<file path="src/design/kntavg_pkg.sv">
// Shared types and constants of the keypad number table average block.
package kntavg_pkg;

    localparam int VAL_W      = 54;
    localparam int SUM_W      = 64;
    localparam int KEY_W      = 8;
    localparam int SLOT_OUT_W = 4;
    localparam int CNT_OUT_W  = 5;
    localparam int DIV_STEPS  = 64;
    localparam int STEP_W     = $clog2(DIV_STEPS);

    localparam logic [KEY_W-1:0] KEY_MAX = 8'd9;

    localparam logic REQ_DIGIT = 1'b0;
    localparam logic REQ_ENTER = 1'b1;

    // Result word layout, lowest bit first.
    localparam int OUT_VAL_LSB  = 0;
    localparam int OUT_SLOT_LSB = OUT_VAL_LSB + VAL_W;
    localparam int OUT_AVG_LSB  = OUT_SLOT_LSB + SLOT_OUT_W;
    localparam int OUT_CNT_LSB  = OUT_AVG_LSB + VAL_W;
    localparam int OUT_USED_W   = OUT_CNT_LSB + CNT_OUT_W;
    localparam int OUT_DATA_W   = ((OUT_USED_W + 7) / 8) * 8;

    localparam int QDEPTH = 2;
    localparam int QPTR_W = 1;
    localparam int QCNT_W = 2;

    typedef enum logic [2:0] {
        B_IDLE,
        B_SUB,
        B_ADD,
        B_DIV,
        B_DONE
    } back_state_t;

    typedef struct packed {
        logic             valid;
        logic [VAL_W-1:0] value;
    } entry_push_t;

    typedef struct packed {
        logic             valid;
        logic [VAL_W-1:0] value;
    } queue_head_t;

endpackage

</file>
<file path="src/design/kntavg_ram.sv">
// Generic single-write, single-read RAM with a registered read port.
module kntavg_ram #(
    parameter int WIDTH = 8,
    parameter int DEPTH = 16
) (
    input  logic                                   clk,
    input  logic                                   we,
    input  logic [(DEPTH > 1 ? $clog2(DEPTH) : 1)-1:0] waddr,
    input  logic [WIDTH-1:0]                       wdata,
    input  logic                                   re,
    input  logic [(DEPTH > 1 ? $clog2(DEPTH) : 1)-1:0] raddr,
    output logic [WIDTH-1:0]                       rdata
);

    logic [WIDTH-1:0] mem [DEPTH];
    logic [WIDTH-1:0] rdata_reg;

    always_ff @(posedge clk)
    begin
        if (we)
        begin
            mem[waddr] <= wdata;
        end
        if (re)
        begin
            rdata_reg <= mem[raddr];
        end
    end

    assign rdata = rdata_reg;

endmodule

</file>
<file path="src/design/kntavg_queue.sv">
// Two-entry queue that carries finished numbers from the front to the back.
module kntavg_queue
    import kntavg_pkg::*;
(
    input  logic        clk,
    input  logic        rst_n,
    input  entry_push_t push,
    input  logic        pop,
    output queue_head_t head,
    output logic        full
);

    logic [VAL_W-1:0]  mem_reg [QDEPTH];
    logic [QPTR_W-1:0] wr_ptr_reg;
    logic [QPTR_W-1:0] rd_ptr_reg;
    logic [QCNT_W-1:0] fill_reg;
    logic [QCNT_W-1:0] fill_next;

    always_comb
    begin
        fill_next = fill_reg;
        if (push.valid && !pop)
        begin
            fill_next = fill_reg + QCNT_W'(1);
        end
        else if (!push.valid && pop)
        begin
            fill_next = fill_reg - QCNT_W'(1);
        end
    end

    always_ff @(posedge clk or negedge rst_n)
    begin
        if (!rst_n)
        begin
            wr_ptr_reg <= '0;
            rd_ptr_reg <= '0;
            fill_reg   <= '0;
        end
        else
        begin
            fill_reg <= fill_next;
            if (push.valid)
            begin
                wr_ptr_reg <= wr_ptr_reg + QPTR_W'(1);
            end
            if (pop)
            begin
                rd_ptr_reg <= rd_ptr_reg + QPTR_W'(1);
            end
        end
    end

    always_ff @(posedge clk)
    begin
        if (push.valid)
        begin
            mem_reg[wr_ptr_reg] <= push.value;
        end
    end

    assign head.valid = (fill_reg != '0);
    assign head.value = mem_reg[rd_ptr_reg];
    assign full       = (fill_reg == QCNT_W'(QDEPTH));

endmodule

</file>
<file path="src/design/kntavg_front.sv">
// Front end: accepts key transactions and builds the decimal number under entry.
module kntavg_front
    import kntavg_pkg::*;
#(
    parameter int DIGIT_DEPTH = 16
) (
    input  logic             clk,
    input  logic             rst_n,
    input  logic             s_tvalid,
    output logic             s_tready,
    input  logic [KEY_W-1:0] s_tdata,
    input  logic [0:0]       s_tuser,
    input  logic             q_full,
    output entry_push_t      push
);

    localparam int DW = $clog2(DIGIT_DEPTH + 1);

    logic [VAL_W-1:0] entry_value_reg;
    logic [VAL_W-1:0] entry_value_next;
    logic [DW-1:0]    entry_digits_reg;
    logic [DW-1:0]    entry_digits_next;
    logic             accept;
    logic [VAL_W-1:0] times_ten;

    assign s_tready  = !q_full;
    assign accept    = s_tvalid && s_tready;
    assign times_ten = (entry_value_reg << 3) + (entry_value_reg << 1);

    always_comb
    begin
        entry_value_next  = entry_value_reg;
        entry_digits_next = entry_digits_reg;
        push.valid        = 1'b0;
        push.value        = entry_value_reg;
        if (accept)
        begin
            if (s_tuser[0] == REQ_ENTER)
            begin
                push.valid        = 1'b1;
                entry_value_next  = '0;
                entry_digits_next = '0;
            end
            else if (s_tdata <= KEY_MAX && entry_digits_reg < DW'(DIGIT_DEPTH))
            begin
                // The product wraps to the value width.
                entry_value_next  = times_ten + {{(VAL_W-KEY_W){1'b0}}, s_tdata};
                entry_digits_next = entry_digits_reg + DW'(1);
            end
        end
    end

    always_ff @(posedge clk or negedge rst_n)
    begin
        if (!rst_n)
        begin
            entry_value_reg  <= '0;
            entry_digits_reg <= '0;
        end
        else
        begin
            entry_value_reg  <= entry_value_next;
            entry_digits_reg <= entry_digits_next;
        end
    end

endmodule

</file>
<file path="src/design/kntavg_back.sv">
// Back end: updates the ring table and running sum, divides, and holds the result.
module kntavg_back
    import kntavg_pkg::*;
#(
    parameter int TABLE_DEPTH = 16
) (
    input  logic                  clk,
    input  logic                  rst_n,
    input  queue_head_t           head,
    output logic                  pop,
    output logic                  m_tvalid,
    input  logic                  m_tready,
    output logic [OUT_DATA_W-1:0] m_tdata
);

    localparam int SW = (TABLE_DEPTH > 1) ? $clog2(TABLE_DEPTH) : 1;
    localparam int CW = $clog2(TABLE_DEPTH + 1);

    back_state_t state_reg;
    back_state_t state_next;

    logic [VAL_W-1:0]  val_reg;
    logic [VAL_W-1:0]  val_next;
    logic [SW-1:0]     slot_reg;
    logic [SW-1:0]     slot_next;
    logic [SW-1:0]     out_slot_reg;
    logic [SW-1:0]     out_slot_next;
    logic              wrapped_reg;
    logic              wrapped_next;
    logic [SUM_W-1:0]  sum_reg;
    logic [SUM_W-1:0]  sum_next;
    logic [CW-1:0]     count_reg;
    logic [CW-1:0]     count_next;
    logic [SUM_W-1:0]  dq_reg;
    logic [SUM_W-1:0]  dq_next;
    logic [CW-1:0]     rem_reg;
    logic [CW-1:0]     rem_next;
    logic [STEP_W-1:0] step_reg;
    logic [STEP_W-1:0] step_next;
    logic              out_valid_reg;
    logic              out_valid_next;
    logic [OUT_DATA_W-1:0] out_data_reg;
    logic [OUT_DATA_W-1:0] out_data_next;

    logic              ram_we;
    logic              ram_re;
    logic              load_out;
    logic              out_free;
    logic [VAL_W-1:0]  ram_rdata;
    logic [VAL_W-1:0]  old_val;
    logic [CW:0]       rem_shift;
    logic [CW:0]       rem_diff;
    logic              q_bit;
    logic [VAL_W-1:0]  avg;
    logic [SW+SLOT_OUT_W-1:0] slot_ext;
    logic [CW+CNT_OUT_W-1:0]  cnt_ext;

    kntavg_ram #(
        .WIDTH(VAL_W),
        .DEPTH(TABLE_DEPTH)
    ) u_table (
        .clk  (clk),
        .we   (ram_we),
        .waddr(slot_reg),
        .wdata(val_reg),
        .re   (ram_re),
        .raddr(slot_reg),
        .rdata(ram_rdata)
    );

    assign out_free = !out_valid_reg || m_tready;

    // Slots are written in ring order, so the slot about to be written holds data only once the ring has wrapped.
    assign old_val = wrapped_reg ? ram_rdata : '0;

    assign rem_shift = {rem_reg, dq_reg[SUM_W-1]};
    assign rem_diff  = rem_shift - {1'b0, count_reg};
    assign q_bit     = (rem_shift >= {1'b0, count_reg});

    assign avg      = (count_reg == '0) ? '0 : dq_reg[VAL_W-1:0];
    assign slot_ext = {{SLOT_OUT_W{1'b0}}, out_slot_reg};
    assign cnt_ext  = {{CNT_OUT_W{1'b0}}, count_reg};

    always_comb
    begin
        state_next = state_reg;
        unique case (state_reg)
            B_IDLE:
            begin
                if (head.valid)
                begin
                    state_next = B_SUB;
                end
            end
            B_SUB:
            begin
                state_next = B_ADD;
            end
            B_ADD:
            begin
                state_next = B_DIV;
            end
            B_DIV:
            begin
                if (step_reg == STEP_W'(DIV_STEPS - 1))
                begin
                    state_next = B_DONE;
                end
            end
            B_DONE:
            begin
                if (out_free)
                begin
                    state_next = B_IDLE;
                end
            end
            default:
            begin
                state_next = B_IDLE;
            end
        endcase
    end

    always_comb
    begin
        pop      = 1'b0;
        ram_re   = 1'b0;
        ram_we   = 1'b0;
        load_out = 1'b0;
        unique case (state_reg)
            B_IDLE:
            begin
                pop    = head.valid;
                ram_re = head.valid;
            end
            B_SUB:
            begin
                ram_we = 1'b1;
            end
            B_ADD:
            begin
            end
            B_DIV:
            begin
            end
            B_DONE:
            begin
                load_out = out_free;
            end
            default:
            begin
            end
        endcase
    end

    always_comb
    begin
        val_next       = val_reg;
        slot_next      = slot_reg;
        out_slot_next  = out_slot_reg;
        wrapped_next   = wrapped_reg;
        sum_next       = sum_reg;
        count_next     = count_reg;
        dq_next        = dq_reg;
        rem_next       = rem_reg;
        step_next      = step_reg;
        out_valid_next = out_valid_reg;
        out_data_next  = out_data_reg;

        if (out_valid_reg && m_tready)
        begin
            out_valid_next = 1'b0;
        end

        case (state_reg)
            B_IDLE:
            begin
                if (head.valid)
                begin
                    val_next = head.value;
                end
            end
            B_SUB:
            begin
                if (old_val != '0)
                begin
                    sum_next   = sum_reg - {{(SUM_W-VAL_W){1'b0}}, old_val};
                    count_next = count_reg - CW'(1);
                end
            end
            B_ADD:
            begin
                if (val_reg != '0)
                begin
                    sum_next   = sum_reg + {{(SUM_W-VAL_W){1'b0}}, val_reg};
                    count_next = count_reg + CW'(1);
                end
                dq_next       = sum_next;
                rem_next      = '0;
                step_next     = '0;
                out_slot_next = slot_reg;
                if (slot_reg == SW'(TABLE_DEPTH - 1))
                begin
                    slot_next    = '0;
                    wrapped_next = 1'b1;
                end
                else
                begin
                    slot_next = slot_reg + SW'(1);
                end
            end
            B_DIV:
            begin
                // One restoring step: the quotient bit shifts in where the dividend leaves.
                dq_next   = {dq_reg[SUM_W-2:0], q_bit};
                rem_next  = q_bit ? rem_diff[CW-1:0] : rem_shift[CW-1:0];
                step_next = step_reg + STEP_W'(1);
            end
            B_DONE:
            begin
                if (load_out)
                begin
                    out_valid_next = 1'b1;
                    out_data_next  = '0;
                    out_data_next[OUT_VAL_LSB +: VAL_W]       = val_reg;
                    out_data_next[OUT_SLOT_LSB +: SLOT_OUT_W] = slot_ext[SLOT_OUT_W-1:0];
                    out_data_next[OUT_AVG_LSB +: VAL_W]       = avg;
                    out_data_next[OUT_CNT_LSB +: CNT_OUT_W]   = cnt_ext[CNT_OUT_W-1:0];
                end
            end
            default:
            begin
            end
        endcase
    end

    always_ff @(posedge clk or negedge rst_n)
    begin
        if (!rst_n)
        begin
            state_reg     <= B_IDLE;
            slot_reg      <= '0;
            wrapped_reg   <= 1'b0;
            sum_reg       <= '0;
            count_reg     <= '0;
            step_reg      <= '0;
            out_valid_reg <= 1'b0;
        end
        else
        begin
            state_reg     <= state_next;
            slot_reg      <= slot_next;
            wrapped_reg   <= wrapped_next;
            sum_reg       <= sum_next;
            count_reg     <= count_next;
            step_reg      <= step_next;
            out_valid_reg <= out_valid_next;
        end
    end

    always_ff @(posedge clk)
    begin
        val_reg      <= val_next;
        out_slot_reg <= out_slot_next;
        dq_reg       <= dq_next;
        rem_reg      <= rem_next;
        out_data_reg <= out_data_next;
    end

    assign m_tvalid = out_valid_reg;
    assign m_tdata  = out_data_reg;

endmodule

</file>
<file path="src/design/keypad_number_table_average.sv">
// Top level of the keypad number entry block with ring table and running average.
//
// Slave stream: one key event per transaction. s_tuser carries the request type
// (0 digit, 1 enter) and s_tdata the 8-bit key code. Digits 0 to 9 extend the
// number under entry; other codes, and digits past DIGIT_DEPTH, are dropped.
// Master stream: one transaction per enter event carrying the stored number,
// its slot, the floor mean of the nonzero table entries and their count.
// Digit transactions produce no output and are taken in one cycle each while
// the queue is not full. An enter result passes through the queue, the back
// end's SUB, ADD, DIV and DONE states and the output register. The restoring
// 64-step divider takes one number at a time while up to two more wait in the queue.
// Digits keep flowing while the back end works, until the queue is full.
// A result waits in the output register while m_tready is low; the back end
// then holds its next result and the queue fills before s_tready drops.
// Reset clears the entry, the running sum and count, the slot pointer and the
// queue; the table reads as zero until each slot is written once, so no
// clearing pass is needed and the block is ready in the first cycle.
module keypad_number_table_average
    import kntavg_pkg::*;
#(
    parameter int DIGIT_DEPTH = 16,
    parameter int TABLE_DEPTH = 16
) (
    input  logic                  clk,
    input  logic                  rst_n,
    input  logic                  s_tvalid,
    output logic                  s_tready,
    input  logic [KEY_W-1:0]      s_tdata,  // key_value
    input  logic [0:0]            s_tuser,  // req_type
    output logic                  m_tvalid,
    input  logic                  m_tready,
    // stored_value, stored_slot, average, nonzero_entries, zero fill
    output logic [OUT_DATA_W-1:0] m_tdata
);

    entry_push_t push;
    queue_head_t head;
    logic        q_full;
    logic        pop;

    kntavg_front #(
        .DIGIT_DEPTH(DIGIT_DEPTH)
    ) u_front (
        .clk     (clk),
        .rst_n   (rst_n),
        .s_tvalid(s_tvalid),
        .s_tready(s_tready),
        .s_tdata (s_tdata),
        .s_tuser (s_tuser),
        .q_full  (q_full),
        .push    (push)
    );

    kntavg_queue u_queue (
        .clk  (clk),
        .rst_n(rst_n),
        .push (push),
        .pop  (pop),
        .head (head),
        .full (q_full)
    );

    kntavg_back #(
        .TABLE_DEPTH(TABLE_DEPTH)
    ) u_back (
        .clk     (clk),
        .rst_n   (rst_n),
        .head    (head),
        .pop     (pop),
        .m_tvalid(m_tvalid),
        .m_tready(m_tready),
        .m_tdata (m_tdata)
    );

endmodule

</file>
<file path="config.mk">
export PLATFORM = sky130hd
export DESIGN_NAME = keypad_number_table_average
export DESIGN_NICKNAME = d
export VERILOG_FILES = /design/src/design/kntavg_pkg.sv /design/src/design/kntavg_ram.sv /design/src/design/kntavg_queue.sv /design/src/design/kntavg_front.sv /design/src/design/kntavg_back.sv /design/src/design/keypad_number_table_average.sv
export SDC_FILE = /design/constraint.sdc
export NUM_CORES = 2
export LEC_CHECK = 0
export BUFFER_PORTS_ARGS = -buffer_cell sky130_fd_sc_hd__buf_2
export CAP_MARGIN = 20
export CORE_MARGIN = 3
export CORE_UTILIZATION = 40
export CTS_CLUSTER_SIZE = 24
export DETAILED_ROUTE_END_ITERATION = 8
export MAX_ROUTING_LAYER = met4
export PLACE_DENSITY_LB_ADDON = 0.15
export SETUP_SLACK_MARGIN = 0.15
export SLEW_MARGIN = 10
export SYNTH_ARGS = -nofsm -noshare
export SYNTH_HDL_FRONTEND = slang
export SYNTH_HIERARCHICAL = 1
export SYNTH_SLANG_ARGS = --single-unit
</file>
<file path="constraint.sdc">
create_clock -name clk -period 18.32 [get_ports clk]
set_input_delay 2.748 -clock clk [delete_from_list [all_inputs] [get_ports clk]]
set_output_delay 2.748 -clock clk [all_outputs]
set_load 0.01 [all_outputs]
</file>
# Yosys cells after proc, flatten, opt, wreduce, memory -nomap -nowiden
# Memories as Yosys holds them, arrays and structs flattened. A register that Yosys moved wholly into a read port is not among the register bits.
# Cells that the tools add are included.
# totals
ram_bits,972
latch_bits,0
output_inout_bits,122
romBits,0
ff_bits,337
wordCells,108
n_memories,2
# memory_table
name,words,width,rd,rd_clocked_by_memory_dff,write_ports,line_no,text
u_back.u_table.mem,16,54,1,1,1,kntavg_ram.sv:15,logic [WIDTH-1:0] mem [DEPTH];
u_queue.mem_reg,2,54,1,1,1,kntavg_queue.sv:13,logic [VAL_W-1:0] mem_reg [QDEPTH];
# op_classes
addsub,14
n_reduce_logical,26
bitwise_logic,0
eq_ne,12
multipliers,0
n_shift,0
muxes,34
div,0
magnitude_cmp,3
# ops
op,count
$pmux W64 S2,2
$mux W54,3
$mux W64,2
$reduce_bool A54 Y1,2
$add A64 B54 Y64,1
$sub A64 B54 Y64,1
$add A54 B54 Y54,1
$add A54 B8 Y54,1
$mux W5,5
$pmux W5 S2,2
$pmux W3 S5,1
$mux W1,12
$pmux W6 S2,1
$add A5 B1 Y5 const B,2
$ne A2 B1 Y1 const B,5
$reduce_and A2 Y1,5
$reduce_bool A2 Y1,5
$mux W3,3
$le A8 B4 Y1 const B,1
$add A6 B1 Y6 const B,1
$eq A3 B2 Y1 const B,2
$eq A6 B6 Y1 const B,1
$ge A6 B5 Y1,1
$reduce_and A3 Y1,2
other kinds (18),27

# Logic depth before layout (Yosys ltp)
# logic_depth
word_depth,8
depth_mapped,15
depth_no_buf,14

# By module
# Netlist, hierarchy kept.
# by_module_without_submodules
module,instances,area_each_um2,cells_per_inst
kntavg_ram,1,33983.8,1394
kntavg_back,1,20185.6,2058
kntavg_front,1,5815.6,661
kntavg_queue,1,4335.4,184

# Least setup slack after synthesis
# Ideal clock, no wire load.
# synth_timing
path_type,reg2reg
startpoint,register u_back.state_reg[0]
endpoint,register u_queue.fill_reg[1]
t_arrival_ns,13.109
period_less_slack_ns,13.189
t_required_ns,18.241
setup_time_ns,0.079
path_stages_with_launch,7
setup_slack_ns,5.131
path_cell_list,dfrtp_1 clkbuf_1 nor4b_1 inv_1 ha_1 nor2_1 xor2_1
# synth_between
elab_chain_len,5
elab_cells_between_ends,7
classes_between,mux: 2; reduce/logical: 5
# synth_rtl
item,line_no,text
"start, declared",kntavg_back.sv:19,back_state_t state_reg;
"start signal, assigned",kntavg_back.sv:251,state_reg <= state_next;
$logic_not A3 Y1 (*),kntavg_back.sv:130,unique case (state_reg)
$mux W1 (*),kntavg_back.sv:130,
via pop,keypad_number_table_average.sv:39,logic pop;
$logic_not A1 Y1,kntavg_queue.sv:22,if (push.valid && !pop)
$logic_and A1 B1 Y1,kntavg_queue.sv:22,
$mux W2 / $reduce_bool A2 Y1 (equally long branches),n/a,
"end signal, assigned",kntavg_queue.sv:42,fill_reg <= fill_next;
"end, declared",kntavg_queue.sv:16,logic [QCNT_W-1:0] fill_reg;
# Mark *: on every way through the listed nets, which the timed path passes. The rest lies on a longest branch.
# A chain may end at the register's enable or synchronous reset.

# Worst setup path after layout
# layout_timing
startpoint,input s_tdata[3]
endpoint,register u_front.entry_value_reg[51]
# layout_between
elab_chain_len,4
elab_cells_between_ends,7
classes_between,add/sub: 1; order compare: 1; mux: 2; reduce/logical: 3
# layout_rtl
item,line_no,text
"start, declared",keypad_number_table_average.sv:28,"input logic [KEY_W-1:0] s_tdata,"
branches (longest 4 deep; another with $add A54 B8 Y54),n/a,
"end signal, assigned",kntavg_front.sv:62,entry_value_reg <= entry_value_next;
"end, declared",kntavg_front.sv:19,logic [VAL_W-1:0] entry_value_reg;
# Parallel ways; which one is timed is not known. The select of a mux whose other input is x is not followed.

==> qor.yml <==
rows: 146
gp_congestion: 0.915
worst_pin_slew_ns: 1.17
clkTransAtPathRegs_ns: 0.06
dpl.hpwl_um: 110000
total_power_w: 0.0126
dr.pass1.iters: 7
nNetsFinal: 4713
max_cap_viol_count: 0
fin_setup_tns_ns: 0
dp_cells: 6450
slowest_stage: "fa_1"
h-tree-depth: 4
maxSlewHeadroom: 0.218
period_minus_slack_ns: 5.39
fill_cells: 14000
io-pin-count: 135
antenna_found_initial: 2
final_cells: 6735
path_class: "primary input to flip-flop"
final.setup.worst_slack_ns: 12.93
netlist.area_leader.share: 0.593
synth_compound_area_frac: 0.0987
wl_per_cell_um: 25.7
setup_violations: 0
vias: 38000
slowest_delay_ns: 0.53
p_leak_nw: 25.6
synth-xor-area-share: 0.0254
synth_cell_types: 103
syn-mean-instance-area_um2: 15.0
synthAdderAreaFrac: 0.0471
required_ns: 19.03
post-route-drc-count: 0
final_cell_mix: "1,270 x edfxtp_1, 413 x nand2_1, 260 x a21oi_1, 226 x ha_1"
synth_mux_area_frac: 0.0892
grt_pass1_vias: 38000
crit_chain: "buf_2, inv_1, fa_1, inv_1, ha_1, and3_1, o32a_2, a41oi_2, or3_1, a211oi_1, a21oi_1, o31ai_2, a41oi_1, xnor2_1, o21ai_0"
crit_arrival_ns: 6.10
dieHeight_um: 407
path_common_cell: "inv_1"
postCtsSetupRepairBufs: 0
crit_path_start_kind: "primary input"
io_buffers: 131
rsz0062_at_grt: "no"
drive_above_1_share: 0.173
cts_buffers: 157
clock.fmax_mhz: 185
die_width_um: 407
async_reset_ff_frac: 0.104
drt-total-wl_um: 173000
min_path_type: "flip-flop to flip-flop"
drv_slew: 0
synthFlopType: "edfxtp_1"
ys_seq_area_frac: 0.650
ctsLongestPathBuffers: 3
synth_top_family_by_area: "compound AO/OA/AOI/OAI gates"
synth-edff-count: 1270
layout_commonest_cell: "edfxtp_1"
finClkSkew_ns: 0.0286
cellPowerDensity_mw_per_mm2: 174
synth_top_cells_by_area: "edfxtp_1 59%, mux4_2 7.6%, dfrtp_1 5.7%"
grt_pass1_wl_um: 257000
track_usage: 0.216
largest_reg_flops: 864
overflow: 0
synth_warnings: 6
viasPerCell: 5.64
clk_latency_ns: 0.80
cts_hold_buf: 0
status: "finished clean"
fin_crit_sh: 0.294
grt_max_degree: 111
yosys.area.top_type: "edfxtp_1"
ctsResizeCount: 0
core_area_mm2: 0.159
initial_core_util: 0.404
cts.sinks: 1417
ant_nets: 0
die-area_mm2: 0.166
cts_tree: "done"
hold_viol_final: 0
vdd_drop_max_v: 0.000110
synth_area_mm2: 0.0643
synthSimpleGateAreaFrac: 0.0692
crit_path_max_fanout: 4
synth-seq-cells: 1417
cp-end-kind: "flip-flop"
place_ws_ns: 12.14
syn_inst: 4297
root_buffer: "clkbuf_16"
drtIter0Drc: 2923
syn_to_final_growth_pct: 12.5
area by class of cell:
type | count | area, um^2 | share of cell area
Sequential cell | 1417 | 41800 | 0.578
Multi-Input combinational cell | 2617 | 21400 | 0.296
Clock buffer | 197 | 4150 | 0.0574
Tap cell | 2146 | 2690 | 0.0371
Timing Repair Buffer | 217 | 1350 | 0.0187
Clock inverter | 86 | 744 | 0.0103
Inverter | 54 | 203 | 0.00280
Antenna cell | 1 | 2.50 | 0.0000346
where the power goes:
group,internal (W),switching [W]
clock,0.00172,0.00130
sequential,0.00436,0.000522
combinational,0.00177,0.00289
total,0.00784,0.00471
synth_stat cells (8+ instances only):
library cell,number
edfxtp_1,1270
nand2_1,414
a21oi_1,261
ha_1,226
mux4_2,216
o21ai_0,216
nor2_1,181
dfrtp_1,147
clkbuf_1,125
a22oi_1,119
xnor2_1,103
a21o_1,99
xor2_1,82
nor2b_1,70
nand4_1,57
inv_1,54
mux2_4,49
o21bai_1,41
buf_2,39
nand3_1,38
nor4_1,38
o221ai_1,31
nor3_1,29
o21a_1,24
and3_1,22
a31oi_1,21
and2_1,20
nand2b_1,20
buf_6,18
o211ai_1,16
o21ai_1,16
a211oi_1,13
buf_1,13
a22o_1,12
a41oi_1,11
buf_4,10
fa_1,10
or3_1,9
a21boi_0,8
mux2_2,8
kinds of logic (layout without fill, tap and decap cells):
family	after synthesis	in the layout
flops	1417	1417
simple gates	940	940
xor+xnor	186	186
compound gates	974	974
buf+inv	265	554
fa+ha+maj	236	236
mux	278	278
other cells	1	4
worst paths after layout:
| path | start | end | slack, ns | cells past startpoint |
|---|---|---|---|---|
| hold reg to reg | u_back/out_slot_reg[3] | u_back/m_tdata[57] | 0.43 | 0 |
| setup / recovery | s_tdata[3] | u_front/entry_value_reg[51] | 12.93 | 15 |
| max in group asynchronous | rst_n | u_front/entry_value_reg[44] | 15.02 | 2 |
| min in group asynchronous | rst_n | u_back/sum_reg[7] | 1.94 | 1 |
| hold / removal | u_back/out_slot_reg[3] | u_back/m_tdata[57] | 0.43 | 0 |
| setup reg to reg | u_back/slot_reg[0] | u_back/u_table/rdata[21] | 13.21 | 7 |
metal layers:
metal | wire (um) | track usage | vias to the layer above
li1 | - | - | 17200
met1 | 81000 | 0.310 | 19500
met2 | 79600 | 0.329 | 1065
met3 | 9410 | 0.0301 | 212
met4 | 3200 | 0.0460 | 0
met5 | 0 | - | -
through the flow:
step                 util  hold slack [ns]  cell area (um^2)
floorplan               -            0.400             64300
global placement    0.424            0.413             67400
detailed placement  0.424            0.406             67400
CTS                 0.455            0.430             72300
global route        0.455            0.434             72400
finish              0.455            0.427             72400
critical path, delay by kind of cell:
| family | cells | cell delay [ns] |
|---|---|---|
| AO/OA/AOI/OAI | 7 | 1.50 |
| adder cells (fa/ha/maj) | 2 | 0.79 |
| AND/OR/NAND/NOR | 2 | 0.69 |
| buffers and inverters | 3 | 0.21 |
| XOR/XNOR | 1 | 0.16 |
Power figures use the tool's default switching activity.
